$ cat src/rtl/imu_dfr_pkg.sv
// Shared constants and types for the IMU frame deframer.
// Used by imu_dfr_parse and imu_frame_deframer_unit; no dependencies.
`timescale 1ns / 1ps

package imu_dfr_pkg;

    // Frame layout
    localparam int PosBits   = 5;
    localparam int WordBits  = 16;
    localparam int NumWords  = 10;
    localparam int IdxBits   = 4;
    localparam int SumBits   = 13;

    localparam logic [PosBits-1:0] PosHunt       = 5'd0;
    localparam logic [PosBits-1:0] PosHdr1       = 5'd1;
    localparam logic [PosBits-1:0] PosFirstSum   = 5'd2;
    localparam logic [PosBits-1:0] PosFirstField = 5'd6;
    localparam logic [PosBits-1:0] PosLastSum    = 5'd25;
    localparam logic [PosBits-1:0] PosCksumLo    = 5'd26;
    localparam logic [PosBits-1:0] PosCksumHi    = 5'd27;
    localparam logic [PosBits-1:0] PosTail0      = 5'd28;
    localparam logic [PosBits-1:0] PosTail1      = 5'd29;
    localparam logic [PosBits-1:0] FrameLen      = 5'd30;

    // Word index of a field = position[4:1] - WordIdxBase
    localparam logic [IdxBits-1:0] WordIdxBase = 4'd3;

    // Marker bytes
    localparam logic [7:0] Hdr0  = 8'h80;
    localparam logic [7:0] Hdr1  = 8'h01;
    localparam logic [7:0] Tail0 = 8'h0D;
    localparam logic [7:0] Tail1 = 8'h0A;

    localparam logic [WordBits-1:0] BadMax = 16'hFFFF;

    // One decoded frame
    typedef logic [NumWords-1:0][WordBits-1:0] t_words;

    typedef struct packed {
        t_words              words;
        logic                checksum_ok;
        logic [WordBits-1:0] bad_frames;
    } t_result;

endpackage

$ cat src/rtl/imu_dfr_parse.sv
// Byte-level frame parser: header hunt, field assembly, checksum and bad-frame count.
// Depends on imu_dfr_pkg.
`timescale 1ns / 1ps

module imu_dfr_parse (
    input  logic                  i_clk,
    input  logic                  i_rst_n,
    input  logic                  i_step,
    input  logic [7:0]            i_byte,
    output logic                  o_res_valid,
    output imu_dfr_pkg::t_result  o_res
);

    logic [imu_dfr_pkg::PosBits-1:0]  r_pos, n_pos, pos_eff;
    logic [7:0]                       r_held, n_held;
    logic [imu_dfr_pkg::SumBits-1:0]  r_sum, n_sum;
    logic [imu_dfr_pkg::WordBits-1:0] r_cksum, n_cksum;
    logic [imu_dfr_pkg::WordBits-1:0] r_bad, n_bad;
    imu_dfr_pkg::t_words              r_words;
    logic                             wr_en;
    logic [imu_dfr_pkg::IdxBits-1:0]  wr_idx;
    logic                             sum_ok;

    // Out-of-range position falls back to hunting
    assign pos_eff = (r_pos >= imu_dfr_pkg::FrameLen) ? imu_dfr_pkg::PosHunt : r_pos;
    assign wr_idx  = pos_eff[imu_dfr_pkg::PosBits-1:1] - imu_dfr_pkg::WordIdxBase;
    assign sum_ok  = ({{(imu_dfr_pkg::WordBits-imu_dfr_pkg::SumBits){1'b0}}, r_sum}
                      == r_cksum);

    // Next-state decode for one byte
    always_comb begin
        n_pos       = pos_eff;
        n_held      = r_held;
        n_sum       = r_sum;
        n_cksum     = r_cksum;
        n_bad       = r_bad;
        wr_en       = 1'b0;
        o_res_valid = 1'b0;
        if (pos_eff == imu_dfr_pkg::PosHunt) begin
            n_pos = (i_byte == imu_dfr_pkg::Hdr0) ? imu_dfr_pkg::PosHdr1
                                                  : imu_dfr_pkg::PosHunt;
        end else if (pos_eff == imu_dfr_pkg::PosHdr1) begin
            if (i_byte == imu_dfr_pkg::Hdr1) begin
                n_sum = '0;
                n_pos = imu_dfr_pkg::PosFirstSum;
            end else begin
                // a repeated 0x80 may start the real header
                n_pos = (i_byte == imu_dfr_pkg::Hdr0) ? imu_dfr_pkg::PosHdr1
                                                      : imu_dfr_pkg::PosHunt;
            end
        end else if (pos_eff inside {[imu_dfr_pkg::PosFirstSum:imu_dfr_pkg::PosLastSum]}) begin
            n_sum = r_sum + {{(imu_dfr_pkg::SumBits-8){1'b0}}, i_byte};
            if (pos_eff >= imu_dfr_pkg::PosFirstField) begin
                if (!pos_eff[0]) begin
                    n_held = i_byte;
                end else begin
                    wr_en = 1'b1;
                end
            end
            n_pos = pos_eff + 1'b1;
        end else if (pos_eff == imu_dfr_pkg::PosCksumLo) begin
            n_cksum = {r_cksum[15:8], i_byte};
            n_pos   = imu_dfr_pkg::PosCksumHi;
        end else if (pos_eff == imu_dfr_pkg::PosCksumHi) begin
            n_cksum = {i_byte, r_cksum[7:0]};
            n_pos   = imu_dfr_pkg::PosTail0;
        end else if (pos_eff == imu_dfr_pkg::PosTail0) begin
            n_pos = (i_byte == imu_dfr_pkg::Tail0) ? imu_dfr_pkg::PosTail1
                                                   : imu_dfr_pkg::PosHunt;
        end else begin
            // last tail byte: frame done either way
            n_pos = imu_dfr_pkg::PosHunt;
            if (i_byte == imu_dfr_pkg::Tail1) begin
                o_res_valid = 1'b1;
                if (!sum_ok && r_bad != imu_dfr_pkg::BadMax) begin
                    n_bad = r_bad + 1'b1;
                end
            end
        end
    end

    // Result payload, valid only with o_res_valid
    always_comb begin
        o_res.words       = r_words;
        o_res.checksum_ok = sum_ok;
        o_res.bad_frames  = n_bad;
    end

    // Control state
    always_ff @(posedge i_clk) begin
        if (!i_rst_n) begin
            r_pos   <= imu_dfr_pkg::PosHunt;
            r_held  <= '0;
            r_sum   <= '0;
            r_cksum <= '0;
            r_bad   <= '0;
        end else if (i_step) begin
            r_pos   <= n_pos;
            r_held  <= n_held;
            r_sum   <= n_sum;
            r_cksum <= n_cksum;
            r_bad   <= n_bad;
        end
    end

    // Field words, one written per odd position
    always_ff @(posedge i_clk) begin
        for (int k = 0; k < imu_dfr_pkg::NumWords; k++) begin
            if (i_step && wr_en && wr_idx == imu_dfr_pkg::IdxBits'(k)) begin
                r_words[k] <= {i_byte, r_held};
            end
        end
    end

endmodule

$ cat src/rtl/imu_frame_deframer_unit.sv
// IMU frame deframer top level: input register, parser, result register.
// Depends on imu_dfr_pkg and imu_dfr_parse.
`timescale 1ns / 1ps

// Usage
//   Input channel: one received serial byte per transfer on i_rx_byte
//   (i_in_valid / o_in_stall). Output channel: one decoded frame per
//   transfer (o_out_valid / i_out_stall) carrying ten signed raw words,
//   the checksum flag and the saturating bad-frame count.
//   A byte is captured in the input register, decoded by single-pass logic
//   and, when it is the closing tail byte of a frame with both tail bytes
//   right, the result is loaded into the output register, whatever the
//   checksum. Throughput is one byte per cycle unless a finished frame
//   waits on a stalled output register; a frame is 30 bytes, so at most one
//   result per 30 bytes. The rate is set by the one-byte input register.
//   Reset (synchronous, active low) puts the parser in header hunt, clears
//   the bad-frame count and empties both registers.
//   While the receiver stalls with a result pending, bytes that produce no
//   result keep flowing; only a byte that completes another frame waits in
//   the input register, which then stalls the sender.

module imu_frame_deframer_unit (
    input  logic               i_clk,
    input  logic               i_rst_n,
    input  logic               i_in_valid,
    output logic               o_in_stall,
    input  logic [7:0]         i_rx_byte,
    output logic               o_out_valid,
    input  logic               i_out_stall,
    output logic signed [15:0] o_gyro_x,
    output logic signed [15:0] o_gyro_y,
    output logic signed [15:0] o_gyro_z,
    output logic signed [15:0] o_accel_x,
    output logic signed [15:0] o_accel_y,
    output logic signed [15:0] o_accel_z,
    output logic signed [15:0] o_pitch_raw,
    output logic signed [15:0] o_roll_raw,
    output logic signed [15:0] o_yaw_raw,
    output logic signed [15:0] o_temperature_raw,
    output logic               o_checksum_ok,
    output logic [15:0]        o_bad_frames
);

    logic                 r_in_valid, n_in_valid;
    logic [7:0]           r_in_byte;
    logic                 r_out_valid, n_out_valid;
    imu_dfr_pkg::t_result r_res;
    imu_dfr_pkg::t_result res;
    logic                 res_valid;
    logic                 in_xfer;
    logic                 step;

    // A held byte is decoded unless it would produce a result the output can't take
    assign step       = r_in_valid && (!res_valid || !r_out_valid || !i_out_stall);
    assign o_in_stall = r_in_valid && !step;
    assign in_xfer    = i_in_valid && !o_in_stall;

    imu_dfr_parse u_parse (
        .i_clk       (i_clk),
        .i_rst_n     (i_rst_n),
        .i_step      (step),
        .i_byte      (r_in_byte),
        .o_res_valid (res_valid),
        .o_res       (res)
    );

    // Input register
    always_comb begin
        n_in_valid = r_in_valid;
        if (in_xfer) begin
            n_in_valid = 1'b1;
        end else if (step) begin
            n_in_valid = 1'b0;
        end
    end

    always_ff @(posedge i_clk) begin
        if (!i_rst_n) begin
            r_in_valid <= 1'b0;
        end else begin
            r_in_valid <= n_in_valid;
        end
    end

    always_ff @(posedge i_clk) begin
        if (in_xfer) begin
            r_in_byte <= i_rx_byte;
        end
    end

    // Result register
    always_comb begin
        n_out_valid = r_out_valid;
        if (step && res_valid) begin
            n_out_valid = 1'b1;
        end else if (!i_out_stall) begin
            n_out_valid = 1'b0;
        end
    end

    always_ff @(posedge i_clk) begin
        if (!i_rst_n) begin
            r_out_valid <= 1'b0;
        end else begin
            r_out_valid <= n_out_valid;
        end
    end

    always_ff @(posedge i_clk) begin
        if (step && res_valid) begin
            r_res <= res;
        end
    end

    // Output fields
    assign o_out_valid       = r_out_valid;
    assign o_gyro_x          = r_res.words[0];
    assign o_gyro_y          = r_res.words[1];
    assign o_gyro_z          = r_res.words[2];
    assign o_accel_x         = r_res.words[3];
    assign o_accel_y         = r_res.words[4];
    assign o_accel_z         = r_res.words[5];
    assign o_pitch_raw       = r_res.words[6];
    assign o_roll_raw        = r_res.words[7];
    assign o_yaw_raw         = r_res.words[8];
    assign o_temperature_raw = r_res.words[9];
    assign o_checksum_ok     = r_res.checksum_ok;
    assign o_bad_frames      = r_res.bad_frames;

    // Assertions
    a_bad_counted: assert property (@(posedge i_clk) disable iff (!i_rst_n)
        o_out_valid && !o_checksum_ok |-> o_bad_frames != 16'd0)
        else $error("checksum failure reported with zero bad-frame count");

    a_byte_held: assert property (@(posedge i_clk) disable iff (!i_rst_n)
        o_in_stall |=> r_in_valid && $stable(r_in_byte))
        else $error("stalled input byte lost or changed");

    a_reset_empty: assert property (@(posedge i_clk)
        !i_rst_n |=> !o_out_valid && !r_in_valid)
        else $error("registers not empty after reset");

endmodule

$ cat config.mk
export PLATFORM = sky130hd
export DESIGN_NAME = imu_frame_deframer_unit
export DESIGN_NICKNAME = d
export VERILOG_FILES = /design/src/rtl/imu_dfr_pkg.sv /design/src/rtl/imu_dfr_parse.sv /design/src/rtl/imu_frame_deframer_unit.sv
export SDC_FILE = /design/constraint.sdc
export NUM_CORES = 1
export LEC_CHECK = 0
export BUFFER_PORTS_ARGS = -buffer_cell sky130_fd_sc_hd__buf_2
export CAP_MARGIN = 20
export CELL_PAD_IN_SITES_DETAIL_PLACEMENT = 0
export CELL_PAD_IN_SITES_GLOBAL_PLACEMENT = 1
export CORE_MARGIN = 1
export CORE_UTILIZATION = 54
export CTS_BUF_LIST = sky130_fd_sc_hd__clkbuf_8
export DETAILED_ROUTE_END_ITERATION = 10
export HOLD_SLACK_MARGIN = 0.05
export PLACE_DENSITY_LB_ADDON = 0.15
export SLEW_MARGIN = 20
export SYNTH_ARGS = -nofsm -noshare
export SYNTH_HDL_FRONTEND = slang
export SYNTH_HIERARCHICAL = 1
export SYNTH_SLANG_ARGS = --single-unit
$ cat constraint.sdc
create_clock -name i_clk -period 25.3 [get_ports i_clk]
set_input_delay 2.53 -clock i_clk [delete_from_list [all_inputs] [get_ports i_clk]]
set_output_delay 2.53 -clock i_clk [all_outputs]
set_load 0.005 [all_outputs]
# == Word-level counts from Yosys, hierarchy flattened ==
# Cells that the tools add are included.
# classes
eq_ne,21
muxes,38
addsub,4
bitwise,5
n_reduce_logical,33
order_cmp,4
# ops
op,count
$mux W16,8
$mux W5,9
$mux W13,3
$logic_and A1 B1 Y1,17
$mux W1,17
$add A16 B1 Y16 const B,1
$eq A13 B16 Y1,1
$eq A4 B3 Y1 const B,4
$eq A8 B4 Y1 const B,2
$ne A16 B16 Y1 const B,1
$eq A5 B5 Y1 const B,3
$add A13 B8 Y13,1
$reduce_and A6 Y1,2
$eq A4 B2 Y1 const B,2
$eq A4 B4 Y1 const B,2
$eq A8 B1 Y1 const B,1
$eq A8 B8 Y1 const B,1
$mux W8,1
$logic_not A1 Y1,6
$add A5 B1 Y5 const B,1
$eq A5 B1 Y1 const B,1
$ge A5 B2 Y1 const B,1
$ge A5 B3 Y1 const B,1
$ge A5 B5 Y1 const B,1
12 further kinds,18
# totals
word_cells,136
regBits,405

# == Depth between registers and ports, before layout ==
# logic_depth
word_depth,18
ltp_mapped,19
ltp_nobuf,15

# == Hierarchy ==
# The synthesis kept the hierarchy.
# modules_own_cells
module,area_each_um2,cells_each,instances
imu_dfr_parse,8560.7,628,1
imu_frame_deframer_unit,5650.4,196,1

# == Worst setup path after synthesis ==
# Ideal clock, no wire load.
# synth_path
path_kind,in2reg
startpoint,in i_out_stall
endpoint,"reg r_res (netlist bit o_accel_x[0]), enable pin"
arrival_ns,11.049
path_stages,1
path_buffers,0
setup_ns,0.773
slack_ns,13.478
path_cell_list,a21oi_1
# synth_between
elab_chain_len,4
# synth_rtl
item,line,rtl
start: declaration,imu_frame_deframer_unit.sv:29,"input logic i_out_stall,"
$logic_not A1 Y1,--,
$logic_or A1 B1 Y1,imu_frame_deframer_unit.sv:54,assign step = r_in_valid && (!res_valid || !r_out_valid || !i_out_stall);
$logic_and A1 B1 Y1,imu_frame_deframer_unit.sv:54,
$logic_and A1 B1 Y1,imu_frame_deframer_unit.sv:110,if (step && res_valid) begin
end signal: assignment,imu_frame_deframer_unit.sv:111,r_res <= res;
end: declaration,imu_frame_deframer_unit.sv:47,imu_dfr_pkg::t_result r_res;
# No other way between the ends.
# A chain may end at the register's enable or synchronous reset.

# == Final worst setup path ==
# layout_path
startpoint,reg u_parse/r_pos[1] (netlist name)
endpoint,out o_in_stall
# layout_between
elab_chain_len,15
# layout_rtl
item,line,rtl
start: declaration,imu_dfr_parse.sv:14,"logic [imu_dfr_pkg::PosBits-1:0] r_pos, n_pos, pos_eff;"
start signal: assignment,imu_dfr_parse.sv:92,r_pos <= imu_dfr_pkg::PosHunt;
start signal: assignment,imu_dfr_parse.sv:98,r_pos <= n_pos;
$ge A5 B5 Y1,imu_dfr_parse.sv:25,assign pos_eff = (r_pos >= imu_dfr_pkg::FrameLen) ? imu_dfr_pkg::PosHunt : r_pos;
$mux W5 *,imu_dfr_parse.sv:25,
$eq A5 B5 Y1,imu_dfr_parse.sv:67,end else if (pos_eff == imu_dfr_pkg::PosTail0) begin
$mux W1,imu_dfr_parse.sv:67,
$mux W1,imu_dfr_parse.sv:64,end else if (pos_eff == imu_dfr_pkg::PosCksumHi) begin
$mux W1,imu_dfr_parse.sv:61,end else if (pos_eff == imu_dfr_pkg::PosCksumLo) begin
$mux W1,imu_dfr_parse.sv:51,end else if (pos_eff inside {[imu_dfr_pkg::PosFirstSum:imu_dfr_pkg::PosLastSum]}) begin
$mux W1,imu_dfr_parse.sv:42,end else if (pos_eff == imu_dfr_pkg::PosHdr1) begin
$mux W1 *,imu_dfr_parse.sv:39,if (pos_eff == imu_dfr_pkg::PosHunt) begin
via res_valid,imu_frame_deframer_unit.sv:49,logic res_valid;
$logic_not A1 Y1 *,imu_frame_deframer_unit.sv:54,
$logic_or A1 B1 Y1 * (2 in a row),imu_frame_deframer_unit.sv:54,
$logic_and A1 B1 Y1 *,imu_frame_deframer_unit.sv:54,
$logic_not A1 Y1 *,imu_frame_deframer_unit.sv:55,assign o_in_stall = r_in_valid && !step;
$logic_and A1 B1 Y1 *,imu_frame_deframer_unit.sv:55,
end: declaration,imu_frame_deframer_unit.sv:26,"output logic o_in_stall,"
# The timed path passes the listed nets; every way through them passes the cells marked *.

==> impl_metrics.tcl <==
set metrics [dict create \
    worstMarginPinSlew_ns 1.11 \
    worst_ep_arrival_time_ns 3.37 \
    ys_types 64 \
    crit_type "flip-flop to primary output" \
    crit_path_start_kind "flip-flop" \
    place.gp.congestion 0.803 \
    clockPowerShare 0.380 \
    ys_warn_count 6 \
    powerDensity_nw_per_um2 71.1 \
    hold_violations 0 \
    finalSetupViolCount 0 \
    clkTransAtPathRegs_ns 0.06 \
    max_freq_mhz 170 \
    drtIter0Drc 540 \
    nNetsFinal 1088 \
    met1_usage 0.281 \
    finalCritPeriodShare 0.233 \
    routedWlPerCell_um 19.3 \
    synth_edf_count 345 \
    power.total_w 0.00119 \
    vias 7656 \
    use_met3 0.0348 \
    num_rows 59 \
    cts_sinks 405 \
    syn_area_um2 14200 \
    synthTopCellsByCount "345 x edfxtp_1, 60 x dfxtp_1, 49 x nor2_1" \
    endpoint_kind "primary output" \
    drv_slew 0 \
    synth_fp_nets 848 \
    preCtsSetupSlack_ns 19.76 \
    largest_reg_flops 160 \
    maxCapViolations 0 \
    wirelength_um 27800 \
    p_leak_nw 5.97 \
    clock_skew_ns 0.0112 \
    setup_slack_ns 19.40 \
    n_antenna_cell 0 \
    fp.dieW_um 164 \
    cts_max_level 2 \
    first_pass_iters 5 \
    synth_seq_area_share 0.814 \
    dieArea_um2 27000 \
    period_needed_ns 5.90 \
    io_buffer_count 190 \
    grt_max_degree 68 \
    synth_top_area_frac 0.729 \
    via_per_inst 5.30 \
    syn_inst 824 \
    clk_latency_ns 0.58 \
    cts_root_buf "clkbuf_8" \
    clock_path_buffers 3 \
    grt.busiest_layer "met2" \
    hp-class "flip-flop to flip-flop" \
    die_y_um 164 \
    ff2ff_setup_slack_ns 20.31 \
    drc 0 \
    track_usage 0.206 \
    min_path_cells 0 \
    antenna_found_initial 0 \
    dp.final_hpwl_um 17600 \
    synth.most_common_cell "edfxtp_1" \
    ys.flop_type "edfxtp_1" \
    ys_ff_latch 405 \
    detail-route-antenna-nets 0 \
    syn_area_per_cell_um2 17.2 \
    cts-resized-gates 0 \
    initial_core_util 0.548 \
    status "completed" \
    max_slew_margin 0.259 \
    switching_share 0.202 \
    core_area_um2 25900 \
    ctsHoldBuffers 0 \
    area_delta_synth_final_pct 17.4 \
    p_seq_frac 0.608 \
    drive_above_1_share 0.277 \
    synth.largest_area_cell "edfxtp_1" \
    p_sw_w 0.000239 \
    grt_pass1_wl_um 40800 \
    ys_top_cells_by_area "edfxtp_1 73%, dfxtp_1 8.5%, mux2i_1 2.0%" \
    cts_tree "yes" \
    cp_max_fo 17 \
    cts_made_buffers 60 \
    fin_tns_setup_ns 0 \
    worstPathRequired_ns 22.77 \
    grt_overflow 0 \
    postCtsSetupBuffers 0 \
    r2r_cells 12 \
    final_util 0.644 \
    nFillCells 1870 \
    ios 191 \
    worst_ir_drop_vdd_mv 0.0506 \
    async_flop_share 0 \
    rsz0062_at_grt "no" \
    grt_pass1_vias 7238 \
    globalRouteMet2Util 0.342 \
    p_int_w 0.000947 \
    combPwrFrac 0.012 \
]
-- stage by stage --
step	hold slack, ns	area (um2)	cells
5_1_grt	0.413	16700	1445
2_1_floorplan	0.400	14200	824
4_1_cts	0.407	16700	1445
3_5_place_dp	0.405	15600	1337
6_report	0.415	16700	1445
3_3_place_gp	0.400	15600	1337
-- worst max-delay path, stage by stage (launching register included) --
cell and delay (ns):
dfxtp_1 0.73, and2_1 0.37, nand2_1 0.10, nand2_1 0.12, inv_1 0.06, ha_1 0.23
o21bai_2 0.28, nor4_1 0.24, o311a_2 0.29, and4_4 0.24, buf_2 0.11
-- placed cells by master (no fill, tap or decap), types with 4 or more instances in the layout --
cell type  instances
clkbuf_8          61
xor2_1            18
nand2_1           47
nand4_1           14
inv_1             33
buf_4             17
o21ai_1            5
nand2b_1          10
o31ai_1            9
nor4_1            10
or4_1              9
and3_1             4
xnor2_1           13
a21oi_1           26
and2_1             5
mux2i_1           28
nor3b_1            5
or3_1              5
nor2_1            44
nor2_2             4
o21ai_0           10
nand3_1           22
nor3_1            15
o21a_1             5
nor2b_1            4
ha_1              11
clkinv_1          17
clkinv_2           6
edfxtp_1         345
buf_2            190
dfxtp_1           60
-- cell families after synthesis --
| family | Yosys count | share of synthesized area |
|---|---|---|
| AO/OA/AOI/OAI | 87 | 0.0426 |
| XOR/XNOR | 31 | 0.0191 |
| adder cells (fa/ha/maj) | 12 | 0.0111 |
| buffers and inverters | 42 | 0.0135 |
| flip-flops | 405 | 0.814 |
| multiplexers | 30 | 0.0213 |
| AND/OR/NAND/NOR | 217 | 0.0789 |
-- layout make-up --
class / count / area, um2 / share of cell area
sequential: 405 / 11600 / 0.693
multi-input combinational: 377 / 2520 / 0.151
timing repair buffer: 207 / 1080 / 0.0647
clock buffer: 61 / 840 / 0.0503
tap: 335 / 419 / 0.0251
clock inverter: 47 / 209 / 0.0125
inverter: 13 / 48.8 / 0.00293
-- power by group through the flow --
stage          combinational, W  clock (W)  sequential (W)
6_report              0.0000141   0.000451        0.000721
5_1_grt               0.0000154   0.000495        0.000720
4_1_cts               0.0000143   0.000465        0.000721
3_5_place_dp          0.0000142          0        0.000735
3_3_place_gp          0.0000143          0        0.000735
2_1_floorplan        0.00000529          0        0.000735
-- final timing paths --
path                                           end               from
worst max-delay path                    o_in_stall   u_parse/r_pos[1]
worst max register to register  u_parse/o_res[151]   u_parse/r_pos[1]
worst min-delay path                   o_gyro_x[3]  u_parse/o_res[20]
worst min register to register         o_gyro_x[3]  u_parse/o_res[20]
-- per-layer routing --
layer	part of all wire	routed length, um	up-vias
met4	0.015	416	0
met2	0.50	13800	230
li1	-	-	3641
met5	0	0	-
met1	0.44	12200	3749
met3	0.051	1430	36
No activity file was read; power rests on OpenSTA's default activity.
